## src/utcb_pkg.sv

```systemverilog
package utcb_pkg;

   localparam int DEF_MAX_COLS = 128;
   localparam int DEF_MAX_ROWS = 64;

   localparam logic [7:0]  RST_COLS_IN_USE     = 8'd80;
   localparam logic [6:0]  RST_ROWS_IN_USE     = 7'd25;
   localparam logic [15:0] RST_CLEAR_ATTRIBUTE = 16'd7;

   localparam logic [1:0] OP_WRITE = 2'd0;
   localparam logic [1:0] OP_READ  = 2'd1;
   localparam logic [1:0] OP_CLEAR = 2'd2;
   localparam logic [1:0] OP_NOP   = 2'd3;

   localparam logic [1:0] CSR_COLS_IN_USE     = 2'd0;
   localparam logic [1:0] CSR_ROWS_IN_USE     = 2'd1;
   localparam logic [1:0] CSR_CLEAR_ATTRIBUTE = 2'd2;

   localparam logic [7:0] SPACE_CHAR = 8'h20;

   typedef struct packed {
      logic [7:0]  b3;
      logic [7:0]  b2;
      logic [7:0]  b1;
      logic [7:0]  b0;
      logic [2:0]  count;
      logic [1:0]  width;
      logic [15:0] attr;
   } cell_type;

   typedef enum logic [2:0] {
      CMD_SKIP,
      CMD_WRITE,
      CMD_WRITE_WIDE,
      CMD_READ,
      CMD_CLEAR
   } cmd_kind_type;

   typedef struct packed {
      cmd_kind_type kind;
      logic [6:0]   row;
      logic [7:0]   col;
      cell_type     entry;
      logic [1:0]   written_width;
      logic [7:0]   lim_cols;
      logic [6:0]   lim_rows;
   } cmd_type;

   typedef struct packed {
      logic [1:0] written_width;
      logic       in_range;
      cell_type   entry;
   } rsp_type;

   typedef struct packed {
      logic init_busy;
   } back_status_type;

   typedef enum logic [2:0] {
      BK_INIT,
      BK_IDLE,
      BK_WIDE,
      BK_READ,
      BK_CLEAR
   } back_state_type;

   function automatic cell_type space_cell(input logic [15:0] attr);
      cell_type c;
      c.b0    = SPACE_CHAR;
      c.b1    = 8'd0;
      c.b2    = 8'd0;
      c.b3    = 8'd0;
      c.count = 3'd1;
      c.width = 2'd1;
      c.attr  = attr;
      return c;
   endfunction

   function automatic logic [20:0] decode_cp(input logic [7:0] b0, input logic [7:0] b1,
                                             input logic [7:0] b2, input logic [7:0] b3,
                                             input logic [2:0] n);
      logic [20:0] cp;
      unique case (n)
         3'd1:    cp = {13'd0, b0};
         3'd2:    cp = {10'd0, b0[4:0], b1[5:0]};
         3'd3:    cp = {5'd0, b0[3:0], b1[5:0], b2[5:0]};
         3'd4:    cp = {b0[2:0], b1[5:0], b2[5:0], b3[5:0]};
         default: cp = 21'd0;
      endcase
      return cp;
   endfunction

   function automatic logic [1:0] cp_width(input logic [20:0] cp);
      logic wide;
      wide = (cp >= 21'hAC00 && cp <= 21'hD7A3) ||
             (cp >= 21'h1100 && cp <= 21'h11FF) ||
             (cp >= 21'h3130 && cp <= 21'h318F) ||
             (cp >= 21'h4E00 && cp <= 21'h9FFF) ||
             (cp >= 21'h3400 && cp <= 21'h4DBF) ||
             (cp >= 21'hF900 && cp <= 21'hFAFF);
      return wide ? 2'd2 : 2'd1;
   endfunction

endpackage

```

## src/utcb_queue.sv

```systemverilog
module utcb_queue import utcb_pkg::*; (
   input  logic    clock,
   input  logic    reset,
   input  logic    push_valid,
   output logic    push_ready,
   input  cmd_type push_data,
   output logic    pop_valid,
   input  logic    pop_ready,
   output cmd_type pop_data
);

   cmd_type    slot_ff [2];
   logic       wr_ptr_ff;
   logic       rd_ptr_ff;
   logic [1:0] count_ff;
   logic       push;
   logic       pop;

   assign push_ready = (count_ff != 2'd2);
   assign pop_valid  = (count_ff != 2'd0);
   assign pop_data   = slot_ff[rd_ptr_ff];
   assign push       = push_valid && push_ready;
   assign pop        = pop_valid && pop_ready;

   always_ff @(posedge clock) begin
      if (reset) begin
         wr_ptr_ff <= 1'b0;
         rd_ptr_ff <= 1'b0;
         count_ff  <= 2'd0;
      end else begin
         if (push) wr_ptr_ff <= !wr_ptr_ff;
         if (pop)  rd_ptr_ff <= !rd_ptr_ff;
         if (push && !pop)      count_ff <= count_ff + 2'd1;
         else if (pop && !push) count_ff <= count_ff - 2'd1;
      end
   end

   always_ff @(posedge clock) begin
      if (push) slot_ff[wr_ptr_ff] <= push_data;
   end

endmodule

```

## config.mk

```make
export PLATFORM = sky130hd
export DESIGN_NAME = utcb_queue
export DESIGN_NICKNAME = d
export VERILOG_FILES = /design/src/utcb_pkg.sv /design/src/utcb_queue.sv
export SDC_FILE = /design/constraint.sdc
export NUM_CORES = 1
export LEC_CHECK = 0
export ABC_AREA = 1
export BUFFER_PORTS_ARGS = -buffer_cell sky130_fd_sc_hd__buf_4
export CORE_MARGIN = 1
export CORE_UTILIZATION = 47
export DETAILED_ROUTE_END_ITERATION = 7
export PLACE_DENSITY = 0.73
export SYNTH_ARGS = -nofsm -noshare
export SYNTH_HDL_FRONTEND = slang
export SYNTH_SLANG_ARGS = --single-unit
```

## constraint.sdc

```tcl
create_clock -name clock -period 10.3 [get_ports clock]
set_clock_uncertainty 0.1 [all_clocks]
set_input_delay 0 -clock clock [delete_from_list [all_inputs] [get_ports clock]]
set_output_delay 0 -clock clock [all_outputs]
set_load 0.02 [all_outputs]
```

==> results by group <==
Critical path
  • FF-to-FF setup slack: 7.77 ns
  • Reg2reg path depth: 5
  • Delay-heaviest family, CP: buffers and inverters
  • Worst Path Arrival: 2.45 ns
  • CP startpoint kind: register
  • CP Buf/Inv Count: 2
  • Largest stage delay, worst path: about 0.76 ns
  • Critical path type: reg2out
  • RR Startpoint: count_ff[0]
  • CP most frequent cell: buf_4
  • Required time worst endpoint: roughly 10 ns
  • Crit Path Max Fanout: between 40 and 50
  • CP max-delay cell: dfxtp_4
  • Crit end category: output port
  • FF-to-FF End: slot_ff[1][80]
  • Critical-path cell list: buf_4 > mux2_2 > buf_4

Floorplanning
  • # rows: 43
  • Die X-Extent: around 120 um
  • Effective utilization at floorplan: 0.480
  • Die area: 0.0147 mm^2
  • IO Pins: between 150 and 200
  • Die Y: around 120 um
  • Core ar.: about 0.014 mm^2

Power and ir drop
  • Combinational power share: 0.273
  • P_leak: 3.76 nW
  • Share of power burned in registers: 0.430
  • Pwr per Cell Area: approximately 230 mW/mm^2
  • Net switching power of the design: about 0.63 mW
  • VDD IR max: 0.160 mV
  • Internal power: approximately 1.6 mW
  • Tot Pwr: 2.27 mW
  • Clk pwr share: 0.296
  • Switching share of power: 0.279

Clock tree
  • H-tree Lvls: 4
  • PostCTS Resize Cnt: 0
  • Clk sinks: 181
  • Clock transition at path regs: 0.07 ns
  • Clk buf depth: 2
  • TritonCTS Buffers: 17
  • Clock root buffer: clkbuf_16
  • TritonCTS clock tree: done
  • Latest clock arrival within the worst-skew pair: roughly 0.4 ns

STA
  • Max-slew violation count: 0
  • Slew headroom: 0.378
  • Unrepaired setup endpoints after global routing: no
  • Setup TNS Final: 0 ns
  • Worst hold slack: 0.208 ns
  • Final setup violation count: 0
  • Slew @ Worst Pin: slightly above 0.9 ns
  • Min Tclk post-route: 2.55 ns
  • Final Hold Viols: 0
  • Period utilization: 0.247
  • Fmax: 393 MHz

Placement
  • Dpl cells: around 670
  • Final HPWL DP: ~7600 um
  • IO buf count: 181
  • GP Congestion: 0.745

Synth
  • Mapped Area: roughly 0.0067 mm^2
  • Synth Warn #: 0
  • #FFs+latches synth: 181
  • Distinct cells, synth: 14
  • Register area share after synthesis: 0.808
  • Syn Nets: between 400 and 500
  • Post-Syn Instances: approximately 310
  • Mean Syn Cell Area: 21.4 um^2

Detailed routing
  • DRC: 0
  • First-pass detailed-route iteration total: 4
  • Iteration-0 DRC count of the detailed router: 223
  • Routed Antenna Nets: 0
  • Vias: 3784
  • DR WL/cell: roughly 17 um
  • Final wirelength: 13200 um
  • Vias per cell: 4.79

Cells and area
  • Area of the multi-input gates: 0.00119 mm^2
  • Inserted Diodes: 0
  • Filler cells: about 850
  • Final #Nets: 690
  • Register Area: 0.00539 mm^2
  • Most frequent cells in the layout: buf_4, edfxtp_1, dlygate4sd3_1, mux2_2, mux2_4
  • Finished Layout Cells: 790
  • Area Growth Syn to Fin: 46.6%
  • Commonest non-fill, non-tap cell in the layout: buf_4
  • Share of cells above drive strength 1: 0.505

Global route
  • M1 GR Usage: 0.207
  • Vias in the first global route: 4077
  • Wire length of the first global-routing pass: 20300 um
  • Initial antenna violation count: 0
  • GR Layer Usage met3: 0.0644
  • Largest net degree at the start of global routing: 71
  • GRT overflow: 0
  • GRT Overall Usage: 0.187
  • Global Route met2 Usage: 0.328
  • GRT Max-Usage Layer: met2

Min path
  • Hold_sp: push_data[48]
  • Hold EP: slot_ff[1][48]
  • Worst Hold Class: in2reg
  • Hold path cells: 2

Status
  • Status: finished clean

Job
  • Max Cap Violations: 0
-- power by group through the flow --
stage               clock network (mW)  logic [mW]  registers [mW]
floorplan                            0       0.381           0.977
detailed placement                   0       0.591           0.993
global placement                     0       0.582           0.985
global route                     0.709       0.660           0.988
finish                           0.673       0.621           0.977
CTS                              0.682       0.623           0.978
-- worst reg2reg max path, delay by kind of cell, from the launching register on --
kind / cells / cell delay (ns)
buffers and inverters: 2 / 0.92
and+or+nand+nor: 3 / 0.77
DFF: 1 / 0.33
-- layer usage --
metal,wire length [um],vias up,part of all wire
met5,0,-,0
li1,-,1782,-
met4,278,0,0.021
met3,970,20,0.073
met1,5030,1844,0.38
met2,6970,138,0.53
-- logic make-up after synthesis --
kind of cell,share of synthesized area
adders and majority gates,0.00188
DFF,0.808
buffers and inverters,0.0158
and+or+nand+nor,0.0115
muxes,0.160
AOI/OAI and AO/OA,0.00300
-- worst max path at each step --
| stage | startpoint | to | slack, ns | depth (start not counted) |
|---|---|---|---|---|
| floorplan | count_ff[0] | slot_ff[0][0] | 5.30 | 4 |
| global placement | count_ff[0] | slot_ff[1][69] | 7.86 | 5 |
| detailed placement | count_ff[0] | slot_ff[1][71] | 7.77 | 5 |
| CTS | register | pop_data[51] | 7.67 | 3 |
| global route | register | pop_data[51] | 7.60 | 3 |
| finish | register | pop_data[18] | 7.75 | 3 |
-- registers in the layout, indices dropped and copies added, names as in the netlist, named ones only --
register   cells
wr_ptr_ff      1
count_ff       2
slot_ff      176
rd_ptr_ff      1
-- Yosys cell counts --
master | number | area, um^2
nand4_1 | 1 | 6.26
nand3_1 | 2 | 10.0
mux2_2 | 68 | 766
inv_1 | 8 | 30.0
dfxtp_1 | 5 | 100
mux2_4 | 20 | 300
a21oi_1 | 2 | 10.0
nor2_1 | 7 | 26.3
ha_1 | 1 | 12.5
nand2_1 | 9 | 33.8
o21ai_0 | 2 | 10.0
edfxtp_1 | 176 | 5290
buf_2 | 6 | 30.0
buf_6 | 4 | 45.0
-- metrics by stage --
stage          worst slack [ns]  area [um^2]   util
6_report                   7.75         9770  0.704
5_1_grt                    7.60         9770  0.704
4_1_cts                    7.67         9770  0.704
3_5_place_dp               7.77         8220  0.592
3_3_place_gp               7.86         8220  0.592
2_1_floorplan              5.30         6670      -
-- cell type report --
class                   instances  area share
clock buffers                  17      0.0435
clock inverters                15      0.0206
inverters                       8     0.00307
multi-input cells             112       0.122
flip-flops and latches        181       0.552
well taps                     180      0.0231
repair buffers                277       0.236
-- what timing repair did --
action | in CTS | in global routing
hold buffers | 92 | 0
endpoints found under the hold margin | 181 | 0
setup buffers | 0 | 0
No activity file was read; power rests on OpenSTA's default activity.
