## src/utcb_pkg.sv

```systemverilog
package utcb_pkg;

   localparam int DEF_MAX_COLS = 128;
   localparam int DEF_MAX_ROWS = 64;

   localparam logic [7:0]  RST_COLS_IN_USE     = 8'd80;
   localparam logic [6:0]  RST_ROWS_IN_USE     = 7'd25;
   localparam logic [15:0] RST_CLEAR_ATTRIBUTE = 16'd7;

   localparam logic [1:0] OP_WRITE = 2'd0;
   localparam logic [1:0] OP_READ  = 2'd1;
   localparam logic [1:0] OP_CLEAR = 2'd2;
   localparam logic [1:0] OP_NOP   = 2'd3;

   localparam logic [1:0] CSR_COLS_IN_USE     = 2'd0;
   localparam logic [1:0] CSR_ROWS_IN_USE     = 2'd1;
   localparam logic [1:0] CSR_CLEAR_ATTRIBUTE = 2'd2;

   localparam logic [7:0] SPACE_CHAR = 8'h20;

   typedef struct packed {
      logic [7:0]  b3;
      logic [7:0]  b2;
      logic [7:0]  b1;
      logic [7:0]  b0;
      logic [2:0]  count;
      logic [1:0]  width;
      logic [15:0] attr;
   } cell_type;

   typedef enum logic [2:0] {
      CMD_SKIP,
      CMD_WRITE,
      CMD_WRITE_WIDE,
      CMD_READ,
      CMD_CLEAR
   } cmd_kind_type;

   typedef struct packed {
      cmd_kind_type kind;
      logic [6:0]   row;
      logic [7:0]   col;
      cell_type     entry;
      logic [1:0]   written_width;
      logic [7:0]   lim_cols;
      logic [6:0]   lim_rows;
   } cmd_type;

   typedef struct packed {
      logic [1:0] written_width;
      logic       in_range;
      cell_type   entry;
   } rsp_type;

   typedef struct packed {
      logic init_busy;
   } back_status_type;

   typedef enum logic [2:0] {
      BK_INIT,
      BK_IDLE,
      BK_WIDE,
      BK_READ,
      BK_CLEAR
   } back_state_type;

   function automatic cell_type space_cell(input logic [15:0] attr);
      cell_type c;
      c.b0    = SPACE_CHAR;
      c.b1    = 8'd0;
      c.b2    = 8'd0;
      c.b3    = 8'd0;
      c.count = 3'd1;
      c.width = 2'd1;
      c.attr  = attr;
      return c;
   endfunction

   function automatic logic [20:0] decode_cp(input logic [7:0] b0, input logic [7:0] b1,
                                             input logic [7:0] b2, input logic [7:0] b3,
                                             input logic [2:0] n);
      logic [20:0] cp;
      unique case (n)
         3'd1:    cp = {13'd0, b0};
         3'd2:    cp = {10'd0, b0[4:0], b1[5:0]};
         3'd3:    cp = {5'd0, b0[3:0], b1[5:0], b2[5:0]};
         3'd4:    cp = {b0[2:0], b1[5:0], b2[5:0], b3[5:0]};
         default: cp = 21'd0;
      endcase
      return cp;
   endfunction

   function automatic logic [1:0] cp_width(input logic [20:0] cp);
      logic wide;
      wide = (cp >= 21'hAC00 && cp <= 21'hD7A3) ||
             (cp >= 21'h1100 && cp <= 21'h11FF) ||
             (cp >= 21'h3130 && cp <= 21'h318F) ||
             (cp >= 21'h4E00 && cp <= 21'h9FFF) ||
             (cp >= 21'h3400 && cp <= 21'h4DBF) ||
             (cp >= 21'hF900 && cp <= 21'hFAFF);
      return wide ? 2'd2 : 2'd1;
   endfunction

endpackage

```

## src/utcb_front.sv

```systemverilog
module utcb_front import utcb_pkg::*; #(
   parameter int MAX_COLS = DEF_MAX_COLS,
   parameter int MAX_ROWS = DEF_MAX_ROWS
) (
   input  logic            clock,
   input  logic            reset,
   input  logic            csr_we,
   input  logic [1:0]      csr_index,
   input  logic [15:0]     csr_wdata,
   input  logic            req_valid,
   output logic            req_ready,
   input  logic [1:0]      req_opcode,
   input  logic [7:0]      req_col,
   input  logic [6:0]      req_row,
   input  logic [7:0]      req_byte0,
   input  logic [7:0]      req_byte1,
   input  logic [7:0]      req_byte2,
   input  logic [7:0]      req_byte3,
   input  logic [2:0]      req_byte_count,
   input  logic [15:0]     req_attribute,
   input  back_status_type back_status,
   output logic            push_valid,
   input  logic            push_ready,
   output cmd_type         push_data
);

   logic [7:0]  cols_ff;
   logic [6:0]  rows_ff;
   logic [15:0] clr_attr_ff;

   logic [7:0]  eff_cols;
   logic [6:0]  eff_rows;
   logic [20:0] cp;
   logic [1:0]  w;
   logic        in_area;
   logic        fits;
   cell_type    wcell;

   always_ff @(posedge clock) begin
      if (reset) begin
         cols_ff     <= RST_COLS_IN_USE;
         rows_ff     <= RST_ROWS_IN_USE;
         clr_attr_ff <= RST_CLEAR_ATTRIBUTE;
      end else if (csr_we) begin
         unique case (csr_index)
            CSR_COLS_IN_USE:     cols_ff     <= csr_wdata[7:0];
            CSR_ROWS_IN_USE:     rows_ff     <= csr_wdata[6:0];
            CSR_CLEAR_ATTRIBUTE: clr_attr_ff <= csr_wdata;
            default: ;
         endcase
      end
   end

   always_comb begin
      eff_cols = (9'(cols_ff) > 9'(MAX_COLS)) ? 8'(MAX_COLS) : cols_ff;
      eff_rows = (8'(rows_ff) > 8'(MAX_ROWS)) ? 7'(MAX_ROWS) : rows_ff;
      cp       = decode_cp(req_byte0, req_byte1, req_byte2, req_byte3, req_byte_count);
      w        = cp_width(cp);
      in_area  = (req_row < eff_rows) && (req_col < eff_cols);
      fits     = (9'(req_col) + 9'(w)) <= 9'(eff_cols);

      wcell.b0    = (req_byte_count > 3'd0) ? req_byte0 : 8'd0;
      wcell.b1    = (req_byte_count > 3'd1) ? req_byte1 : 8'd0;
      wcell.b2    = (req_byte_count > 3'd2) ? req_byte2 : 8'd0;
      wcell.b3    = (req_byte_count > 3'd3) ? req_byte3 : 8'd0;
      wcell.count = req_byte_count;
      wcell.width = w;
      wcell.attr  = req_attribute;

      push_data.row           = req_row;
      push_data.col           = req_col;
      push_data.entry         = wcell;
      push_data.written_width = 2'd0;
      push_data.lim_cols      = eff_cols;
      push_data.lim_rows      = eff_rows;
      push_data.kind          = CMD_SKIP;
      unique case (req_opcode)
         OP_WRITE: begin
            if (in_area && fits) begin
               push_data.kind          = (w == 2'd2) ? CMD_WRITE_WIDE : CMD_WRITE;
               push_data.written_width = w;
            end
         end
         OP_READ: begin
            if (in_area) begin
               push_data.kind = CMD_READ;
            end
         end
         OP_CLEAR: begin
            push_data.kind  = CMD_CLEAR;
            push_data.entry = space_cell(clr_attr_ff);
         end
         OP_NOP: ;
         default: ;
      endcase
   end

   assign push_valid = req_valid && !back_status.init_busy;
   assign req_ready  = push_ready && !back_status.init_busy;

endmodule

```

## config.mk

```make
export PLATFORM = sky130hd
export DESIGN_NAME = utcb_front
export DESIGN_NICKNAME = d
export VERILOG_FILES = /design/src/utcb_pkg.sv /design/src/utcb_front.sv
export SDC_FILE = /design/constraint.sdc
export NUM_CORES = 1
export LEC_CHECK = 0
export BUFFER_PORTS_ARGS = -buffer_cell sky130_fd_sc_hd__clkbuf_2
export CORE_MARGIN = 2
export CORE_UTILIZATION = 50
export CTS_CLUSTER_DIAMETER = 200
export DETAILED_ROUTE_END_ITERATION = 16
export PLACE_DENSITY_LB_ADDON = 0.05
export SLEW_MARGIN = 15
export SYNTH_ARGS = -nofsm -noshare
export SYNTH_HDL_FRONTEND = slang
export SYNTH_SLANG_ARGS = --single-unit
```

## constraint.sdc

```tcl
create_clock -name clock -period 11.6 [get_ports clock]
set_input_delay 0.58 -clock clock [delete_from_list [all_inputs] [get_ports clock]]
set_output_delay 0.58 -clock clock [all_outputs]
set_load 0.03 [all_outputs]
```

==> impl_metrics.ini, run 1 <==
[outcome]
status = finished, final reports clean

[min_path]
min_path_type = reg -> reg
hold_start = clr_attr_ff[8]
whs_path_depth = 2
whs_endpoint = clr_attr_ff[8]

[final_layout]
multi_input_area_mm2 = 0.00245
antenna_cells = 0
regArea_um2 = 621
drive_above_1_share_pct = 33.6
final_cell_count_no_fill = 702
syn2layout_area_growth_pct = 26.8
post-route-util_pct = 66.4
nNetsFinal = 740
fillCellCount = 596

[cts]
cts_tree = built
cts_resized = 0
post-cts-setup-buffers = 0
clockRootBuffer = clkbuf_8
cts_htree_levels = 2
clock_latency_ns = 0.28
cts_sinks = 31
cts.clk_slew.worst_paths_ns = 0.06
cts_hold_buf = 0
ctsLongestPathBuffers = 2
cts-buffers-inserted = 5

[floorplanning]
floorplan.core_area_mm2 = 0.00646
rows = 29
initial_utilization_pct = 52.4
die_h_um = 86.2
die_w_um = 86.2
ios = 182
dieArea_mm2 = 0.00744

[setup_path]
r2r_start = cols_ff[7]
slowest_stage = nor2b_1
timing.rr.end = cols_ff[7]
reg2regPathDepth = 4
crit_path_end_kind = output port
crit_chain = clkbuf_2 -> nor2b_1 -> a22oi_4 -> a2111o_1 -> or4_4 -> nor4b_2 -> nor4_1 -> nand3_4 -> inv_4 -> ha_1 -> fa_1 -> ha_1 -> nor2b_1 -> o21a_1 -> o21ai_0 -> a21oi_1 -> o21a_1 -> nor3_1 -> o211ai_1 -> o21ai_1 -> clkbuf_2
critPathArrivalTime_ns = 5.74
path_class = in -> out
worstPathMaxFanout = 26
start_kind = input port
slowest_delay_ns = 0.71
reg2reg_slack_ns = 10.57
required_ns = 11.02
crit_buf_inv = 3
critical_path.top_delay_family = simple AND/OR/NAND/NOR gates

[route]
met2_wirelength_mm = 4.91
vias_per_cell = 5.67
routed_wl_mm = 10.7
first_pass_iters = 6
wl_met3_um = 969
drt-met1-wl_mm = 4.58
highest_layer = met4
drt_iter0_markers = 343
antenna_left = 0
vias = 3983
routedWlPerCell_um = 15.2
drc = 0

[global_route]
grt_max_degree = 32
grtUsageTotal_pct = 27.4
grt_pass1_wl_mm = 16.6
grt_pass1_vias = 3523
antenna_found_initial = 0
grt_overflow = 0

[synth]
yosysTopAreaCell = dfxtp_1
ys_types = 68
yosys-top-cells-count = nand2_1, dfxtp_1, a21oi_1, nor2_1, and2_1
synth_fp_nets = 588
synth_seq_cells = 31
syn_avg_cell_area_um2 = 7.17
syn_inst = 472
yosysMostFrequentCell = nand2_1
yosys.area.top_type_share_pct = 18.3
netlist_area_mm2 = 0.00338
synth_flop_cell = dfxtp_1
synth_async_sr_flop_share_pct = 0
yosysWarnings = 0
synth_edf_count = 0
yosysSeqAreaShare_pct = 18.3
synth_area_leaders = dfxtp_1, nand2_1, ha_1, and2_1, a21oi_1

[power_and_ir_drop]
power.density_mw_per_mm2 = 89.0
combPwrFrac_pct = 45.8
swShare_pct = 40.8
ir_worst_vdd_mv = 0.0970
p_clk_share_pct = 24.6
p_int_uw = 226
p_leak_nw = 2.21
power_switching_uw = 156
seqPwrFrac_pct = 29.6

[job]
cap_violations = 0

[sta]
setup_viol = 0
slew_viol_final = 0
rsz0062_at_grt = no
min_period_over_period_pct = 54.5
fmax_mhz = 158
worstMarginPinSlew_ns = 0.793
post-route-min-period_ns = 6.32
clock_skew_ns = 0
relSlewSlack_pct = 47.0
holdWs_ns = 0.456
tns_ns = 0
hold_viol_final = 0

[place]
place.gp.congestion = 0.952
dp_hpwl_mm = 8.56
placedCellCount = 694
numPortBuffers = 181
## cell usage in the layout (no fill, tap or decap), drive strengths merged, types with 2 or more instances in the layout
cell,n
a211o,5
a211oi,3
a21o,2
a21oi,29
a221oi,3
a22o,6
a22oi,7
a2bb2oi,3
a31oi,2
and2,28
and3,8
and3b,2
and4bb,4
buf,3
clkbuf,188
dfxtp,31
ha,23
inv,22
mux2,7
mux2i,12
nand2,104
nand2b,4
nand3,9
nand3b,7
nand4,8
nor2,29
nor2b,9
nor3,6
nor3b,3
nor4,4
o211ai,5
o21a,4
o21ai,13
or3,2
or4,5
xnor2,3
xor2,4
## layout make-up
class	instances	share of cell area, %
clock inverter	1	0.175
timing repair buffer	184	21.7
inverter	23	2.07
clock buffer	7	2.25
sequential	31	14.5
multi-input combinational	379	57.1
tap	77	2.25
## per-stage QoR
stage                     total power, mW  cell area, um^2  setup slack, ns
after floorplan                     0.234             3380             6.15
after global placement              0.286             4180             5.50
after detailed placement            0.289             4180             5.34
after CTS                           0.382             4290             5.32
after global routing                0.403             4290             4.97
final                               0.382             4290             5.28
## power groups by stage
| stage | Clock, mW | Combinational, mW | Sequential, mW |
|---|---|---|---|
| finish | 0.0940 | 0.175 | 0.113 |
| CTS | 0.0951 | 0.174 | 0.113 |
| detailed placement | 0 | 0.173 | 0.115 |
| global placement | 0 | 0.171 | 0.115 |
| floorplan | 0 | 0.119 | 0.115 |
| global route | 0.100 | 0.189 | 0.113 |
## logic make-up after synthesis
logic type | count (synthesis) | share of synthesized area [%]
and+or+nand+nor | 236 | 36.0
AOI/OAI and AO/OA | 93 | 19.6
buffers and inverters | 62 | 9.21
DFF | 31 | 18.4
adders and majority gates | 24 | 9.10
muxes | 19 | 5.88
xor gates and xnor gates | 7 | 1.81
## layer usage
metal	vias up	global-route usage [%]
li1	1956	-
met1	1792	35.5
met2	215	46.6
met3	20	5.05
met4	0	7.95
met5	-	0
## registers in the layout, summed over array words and instances (netlist names)
register and count:
cols_ff 8, rows_ff 7, clr_attr_ff 16
## how the worst max path moves through the flow
stage	start	to	slack (ns)	cells after the start
global placement	req_byte_count[2]	push_data[85]	5.50	21
detailed placement	req_byte_count[2]	push_data[85]	5.34	21
finish	req_byte_count[2]	push_data[85]	5.28	21
floorplan	req_byte0[0]	push_data[85]	6.15	19
global route	req_byte_count[2]	push_data[85]	4.97	21
CTS	req_byte_count[2]	push_data[85]	5.32	21
## worst min-delay path, cell delays in order (launching register included)
cell     delay [ns]
dfxtp_1        0.31
nand2_1        0.05
a21oi_1        0.05
(Power assumes the default switching activity.)
==> inputs of run 2 (changes only) <==
--- a/config.mk
+++ b/config.mk
@@ -7,7 +7,7 @@
 export LEC_CHECK = 0
 export BUFFER_PORTS_ARGS = -buffer_cell sky130_fd_sc_hd__clkbuf_2
 export CORE_MARGIN = 2
-export CORE_UTILIZATION = 50
+export CORE_UTILIZATION = 46
 export CTS_CLUSTER_DIAMETER = 200
 export DETAILED_ROUTE_END_ITERATION = 16
 export PLACE_DENSITY_LB_ADDON = 0.05
==> constraint.sdc (replaced) <==
create_clock -name clock -period 6.1 [get_ports clock]
set_input_delay 0.305 -clock clock [delete_from_list [all_inputs] [get_ports clock]]
set_output_delay 0.305 -clock clock [all_outputs]
set_load 0.03 [all_outputs]
==> impl_metrics.ini, run 2 (synthesis results as in run 1) <==
[sta]
worstMarginPinSlew_ns = 0.965
relSlewSlack_pct = 35.7
rsz0062_at_grt = no
holdWs_ns = 0.239
clock_skew_ns = 0
tns_ns = 0
min_period_over_period_pct = 92.8
slew_viol_final = 0
hold_viol_final = 0
fmax_mhz = 177
setup_viol = 0
post-route-min-period_ns = 5.66

[floorplanning]
floorplan.core_area_mm2 = 0.00718
ios = 182
rows = 31
die_w_um = 89.7
dieArea_mm2 = 0.00805
initial_utilization_pct = 47.1
die_h_um = 89.7

[power_and_ir_drop]
power.density_mw_per_mm2 = 163
p_int_uw = 415
combPwrFrac_pct = 46.7
p_leak_nw = 2.22
p_clk_share_pct = 22.7
seqPwrFrac_pct = 30.6
swShare_pct = 40.9
power_switching_uw = 287
ir_worst_vdd_mv = 0.153

[route]
drc = 0
drt_iter0_markers = 241
first_pass_iters = 5
antenna_left = 0
routedWlPerCell_um = 14.0
vias_per_cell = 5.37
vias = 3891
routed_wl_mm = 10.2

[cts]
cts_hold_buf = 0
post-cts-setup-buffers = 0
cts-buffers-inserted = 5
cts.clk_slew.worst_paths_ns = 0.06
cts_resized = 0
cts_sinks = 31
cts_htree_levels = 2
cts_tree = built
clockRootBuffer = clkbuf_8
ctsLongestPathBuffers = 2
clock_latency_ns = 0.27

[global_route]
grt_pass1_vias = 3457
grt_overflow = 0
grt_max_degree = 32
grtUsageTotal_pct = 24.1
antenna_found_initial = 0
grt_pass1_wl_mm = 16.6

[place]
place.gp.congestion = 0.959
numPortBuffers = 181
dp_hpwl_mm = 8.08

[setup_path]
slowest_delay_ns = 0.54
critPathLaunch = req_byte_count[2]
critPathArrivalTime_ns = 5.36
crit_buf_inv = 4
required_ns = 5.79
crit_chain = clkbuf_2 -> nor3b_4 -> buf_4 -> a22o_1 -> nand4_1 -> or4_4 -> nor4b_2 -> nor4_1 -> nand3_4 -> inv_4 -> ha_1 -> fa_1 -> ha_1 -> nor2b_1 -> o21a_1 -> o21ai_0 -> a21oi_1 -> o21a_1 -> nor3_1 -> o211ai_1 -> o21ai_1 -> clkbuf_2
crit_path_end_kind = output port
critical_path.top_delay_family = simple AND/OR/NAND/NOR gates
worstPathMaxFanout = 26
start_kind = input port
path_class = in -> out
slowest_stage = or4_4
r2r_start = cols_ff[7]

[job]
cap_violations = 0

[final_layout]
final_cell_mix = clkbuf_2, nand2_1, dfxtp_1
largest_register_ffs = 16
syn2layout_area_growth_pct = 27.5
nNetsFinal = 741
antenna_cells = 0
layout_commonest_cell = clkbuf_2
largestRegisters = clr_attr_ff: 16 flops, cols_ff: 8 flops, rows_ff: 7 flops
drive_above_1_share_pct = 33.6
post-route-util_pct = 60.1
top_register = clr_attr_ff

[min_path]
min_path_type = in -> reg
hold_start = csr_wdata[8]

[outcome]
status = finished, final reports clean
==> run 2: final cells by class <==
| class | instances | area, um^2 |
|---|---|---|
| clock buffers | 6 | 82.6 |
| clock inverters | 1 | 5.00 |
| fillers | 719 | 2860 |
| inverters | 23 | 88.8 |
| multi-input cells | 379 | 2460 |
| flip-flops and latches | 31 | 621 |
| well taps | 99 | 124 |
| repair buffers | 185 | 936 |
==> run 2: final timing paths <==
check | depth (start not counted) | to | slack (ns)
worst max register to register | 4 | cols_ff[7] | 5.10
worst max-delay path | 22 | push_data[85] | 0.44
worst min register to register | 1 | rows_ff[0] | 0.45
worst min-delay path | 3 | clr_attr_ff[8] | 0.24
==> run 2: tightest hold or removal path: stages <==
cell	delay [ns]
clkbuf_2	0.08
nand2_1	0.04
a21oi_1	0.05
==> run 2: power groups by stage <==
stage / combinational, mW / clock, mW / sequential [mW]
6_report: 0.328 / 0.159 / 0.215
5_1_grt: 0.360 / 0.172 / 0.216
4_1_cts: 0.329 / 0.165 / 0.215
3_5_place_dp: 0.327 / 0 / 0.219
3_3_place_gp: 0.324 / 0 / 0.219
2_1_floorplan: 0.227 / 0 / 0.218
==> run 2: per-stage QoR <==
stage          setup slack, ns  total power, mW  instance area (um^2)  std cells
3_3_place_gp             0.496            0.543                  4220        717
4_1_cts                  0.324            0.708                  4310        724
6_report                 0.440            0.702                  4310        724
3_5_place_dp             0.348            0.546                  4220        717
5_1_grt                 0.0161            0.748                  4310        724
2_1_floorplan             1.20            0.445                  3380        472
==> run 2: routing by layer <==
metal / wire, um / GRT usage (%)
met1: 4560 / 32.5
met2: 4720 / 39.5
met3: 611 / 3.44
met4: 257 / 8.59
met5: 0 / 0
==> inputs of run 3 (changes only) <==
--- a/config.mk
+++ b/config.mk
@@ -11,6 +11,7 @@
 export CTS_CLUSTER_DIAMETER = 200
 export DETAILED_ROUTE_END_ITERATION = 16
 export PLACE_DENSITY_LB_ADDON = 0.05
+export REMOVE_ABC_BUFFERS = 1
 export SLEW_MARGIN = 15
 export SYNTH_ARGS = -nofsm -noshare
 export SYNTH_HDL_FRONTEND = slang
==> impl_metrics.ini, run 3 (synthesis results as in run 1) <==
[outcome]
status = finished, final reports clean

[route]
vias = 3849
vias_per_cell = 5.32
drt_iter0_markers = 165
drc = 0
routed_wl_mm = 9.82
routedWlPerCell_um = 13.6
antenna_left = 0
first_pass_iters = 5

[min_path]
min_path_type = in -> reg

[cts]
cts_htree_levels = 2
cts_resized = 0
cts_sinks = 31
cts.clk_slew.worst_paths_ns = 0.07
clockRootBuffer = clkbuf_8
cts_hold_buf = 0
post-cts-setup-buffers = 0
ctsLongestPathBuffers = 2
cts-buffers-inserted = 5
clock_latency_ns = 0.28
cts_tree = built

[final_layout]
largestRegisters = clr_attr_ff: 16 flops, cols_ff: 8 flops, rows_ff: 7 flops
drive_above_1_share_pct = 33.6
multi_input_area_mm2 = 0.00245
fillCellCount = 698
regArea_um2 = 621
syn2layout_area_growth_pct = 27.9
final_cell_count_no_fill = 724
post-route-util_pct = 60.3
largest_register_ffs = 16
nNetsFinal = 740
antenna_cells = 0
final_cell_mix = clkbuf_2, nand2_1, dfxtp_1
top_register = clr_attr_ff
layout_commonest_cell = clkbuf_2

[place]
placedCellCount = 716
dp_hpwl_mm = 7.89
place.gp.congestion = 0.874
numPortBuffers = 181

[power_and_ir_drop]
combPwrFrac_pct = 43.7
seqPwrFrac_pct = 29.0
power_switching_uw = 294
totalPowerFinal_uw = 741
ir_worst_vdd_mv = 0.205
p_leak_nw = 2.22
power.density_mw_per_mm2 = 171
p_int_uw = 447
p_clk_share_pct = 27.4
swShare_pct = 39.6

[floorplanning]
floorplan.core_area_mm2 = 0.00718
initial_utilization_pct = 47.1
ios = 182
rows = 31
die_h_um = 89.7
dieArea_mm2 = 0.00805
die_w_um = 89.7

[sta]
fmax_mhz = 177
clock_skew_ns = 0
rsz0062_at_grt = no
tns_ns = 0
hold_viol_final = 0
min_period_over_period_pct = 92.6
post-route-min-period_ns = 5.65
setup_viol = 0
slew_viol_final = 0
holdWs_ns = 0.235
worstMarginPinSlew_ns = 1.11
relSlewSlack_pct = 25.9

[setup_path]
path_class = in -> out
critPathArrivalTime_ns = 5.34
required_ns = 5.79
reg2reg_slack_ns = 5.10
start_kind = input port
crit_path_end_kind = output port
worstPathMaxFanout = 26

[job]
cap_violations = 0

[global_route]
grt_pass1_vias = 3548
grtUsageTotal_pct = 23.8
grt_pass1_wl_mm = 16.5
grt_overflow = 0
antenna_found_initial = 0
grt_max_degree = 32
==> run 3: cell types whose count changed in the layout (fill, tap and decap cells not counted) <==
cell and delta:
nor3b_2 +1, nor3b_4 -1, buf_4 -1, bufinv_16 +1, clkinv_4 +1, clkbuf_8 -1
==> run 3: metrics by stage <==
| step | instance area [um^2] | setup slack, ns |
|---|---|---|
| 2_1_floorplan | 3160 | 0.713 |
| 3_3_place_gp | 4210 | 0.585 |
| 3_5_place_dp | 4210 | 0.518 |
| 4_1_cts | 4320 | 0.509 |
| 5_1_grt | 4320 | 0.141 |
| 6_report | 4320 | 0.454 |
==> run 3: power by group through the flow <==
stage | clock [mW] | combinational, mW | sequential, mW
after detailed placement | 0 | 0.323 | 0.219
after global routing | 0.217 | 0.357 | 0.215
after global placement | 0 | 0.321 | 0.219
final | 0.203 | 0.323 | 0.215
after CTS | 0.208 | 0.324 | 0.215
after floorplan | 0 | 0.198 | 0.219
==> run 3: final cells by class <==
| type | instances | area share, % |
|---|---|---|
| Multi-Input combinational cell | 379 | 56.7 |
| Timing Repair Buffer | 184 | 21.5 |
| Sequential cell | 31 | 14.4 |
| Tap cell | 99 | 2.86 |
| Inverter | 23 | 2.05 |
| Clock buffer | 5 | 1.59 |
| Clock inverter | 3 | 1.01 |
==> run 3: layer usage <==
metal | vias up | wire length, um | track usage, %
met5 | - | 0 | 0
met1 | 1753 | 4480 | 32.3
met3 | 17 | 574 | 4.11
met4 | 0 | 129 | 6.03
li1 | 1950 | - | -
met2 | 129 | 4630 | 39.4
==> run 3: final timing paths <==
path,start,endpoint,cells past startpoint
min reg2reg,clr_attr_ff[12],clr_attr_ff[12],2
max reg2reg,cols_ff[7],cols_ff[7],4
min,csr_wdata[13],clr_attr_ff[13],3
max,req_byte_count[2],push_data[85],21
==> run 3: critical path, stage by stage <==
cell and delay, ns:
clkbuf_2 0.27, nor2b_1 0.68, a22oi_4 0.17, a2111o_1 0.47, or4_4 0.54, nor4b_2 0.22
nor4_1 0.10, nand3_4 0.15, inv_4 0.05, ha_1 0.20, fa_1 0.44, ha_1 0.30
nor2b_1 0.13, o21a_1 0.15, o21ai_0 0.15, a21oi_1 0.09, o21a_1 0.17, nor3_1 0.13
o211ai_1 0.22, o21ai_1 0.18, clkbuf_2 0.22
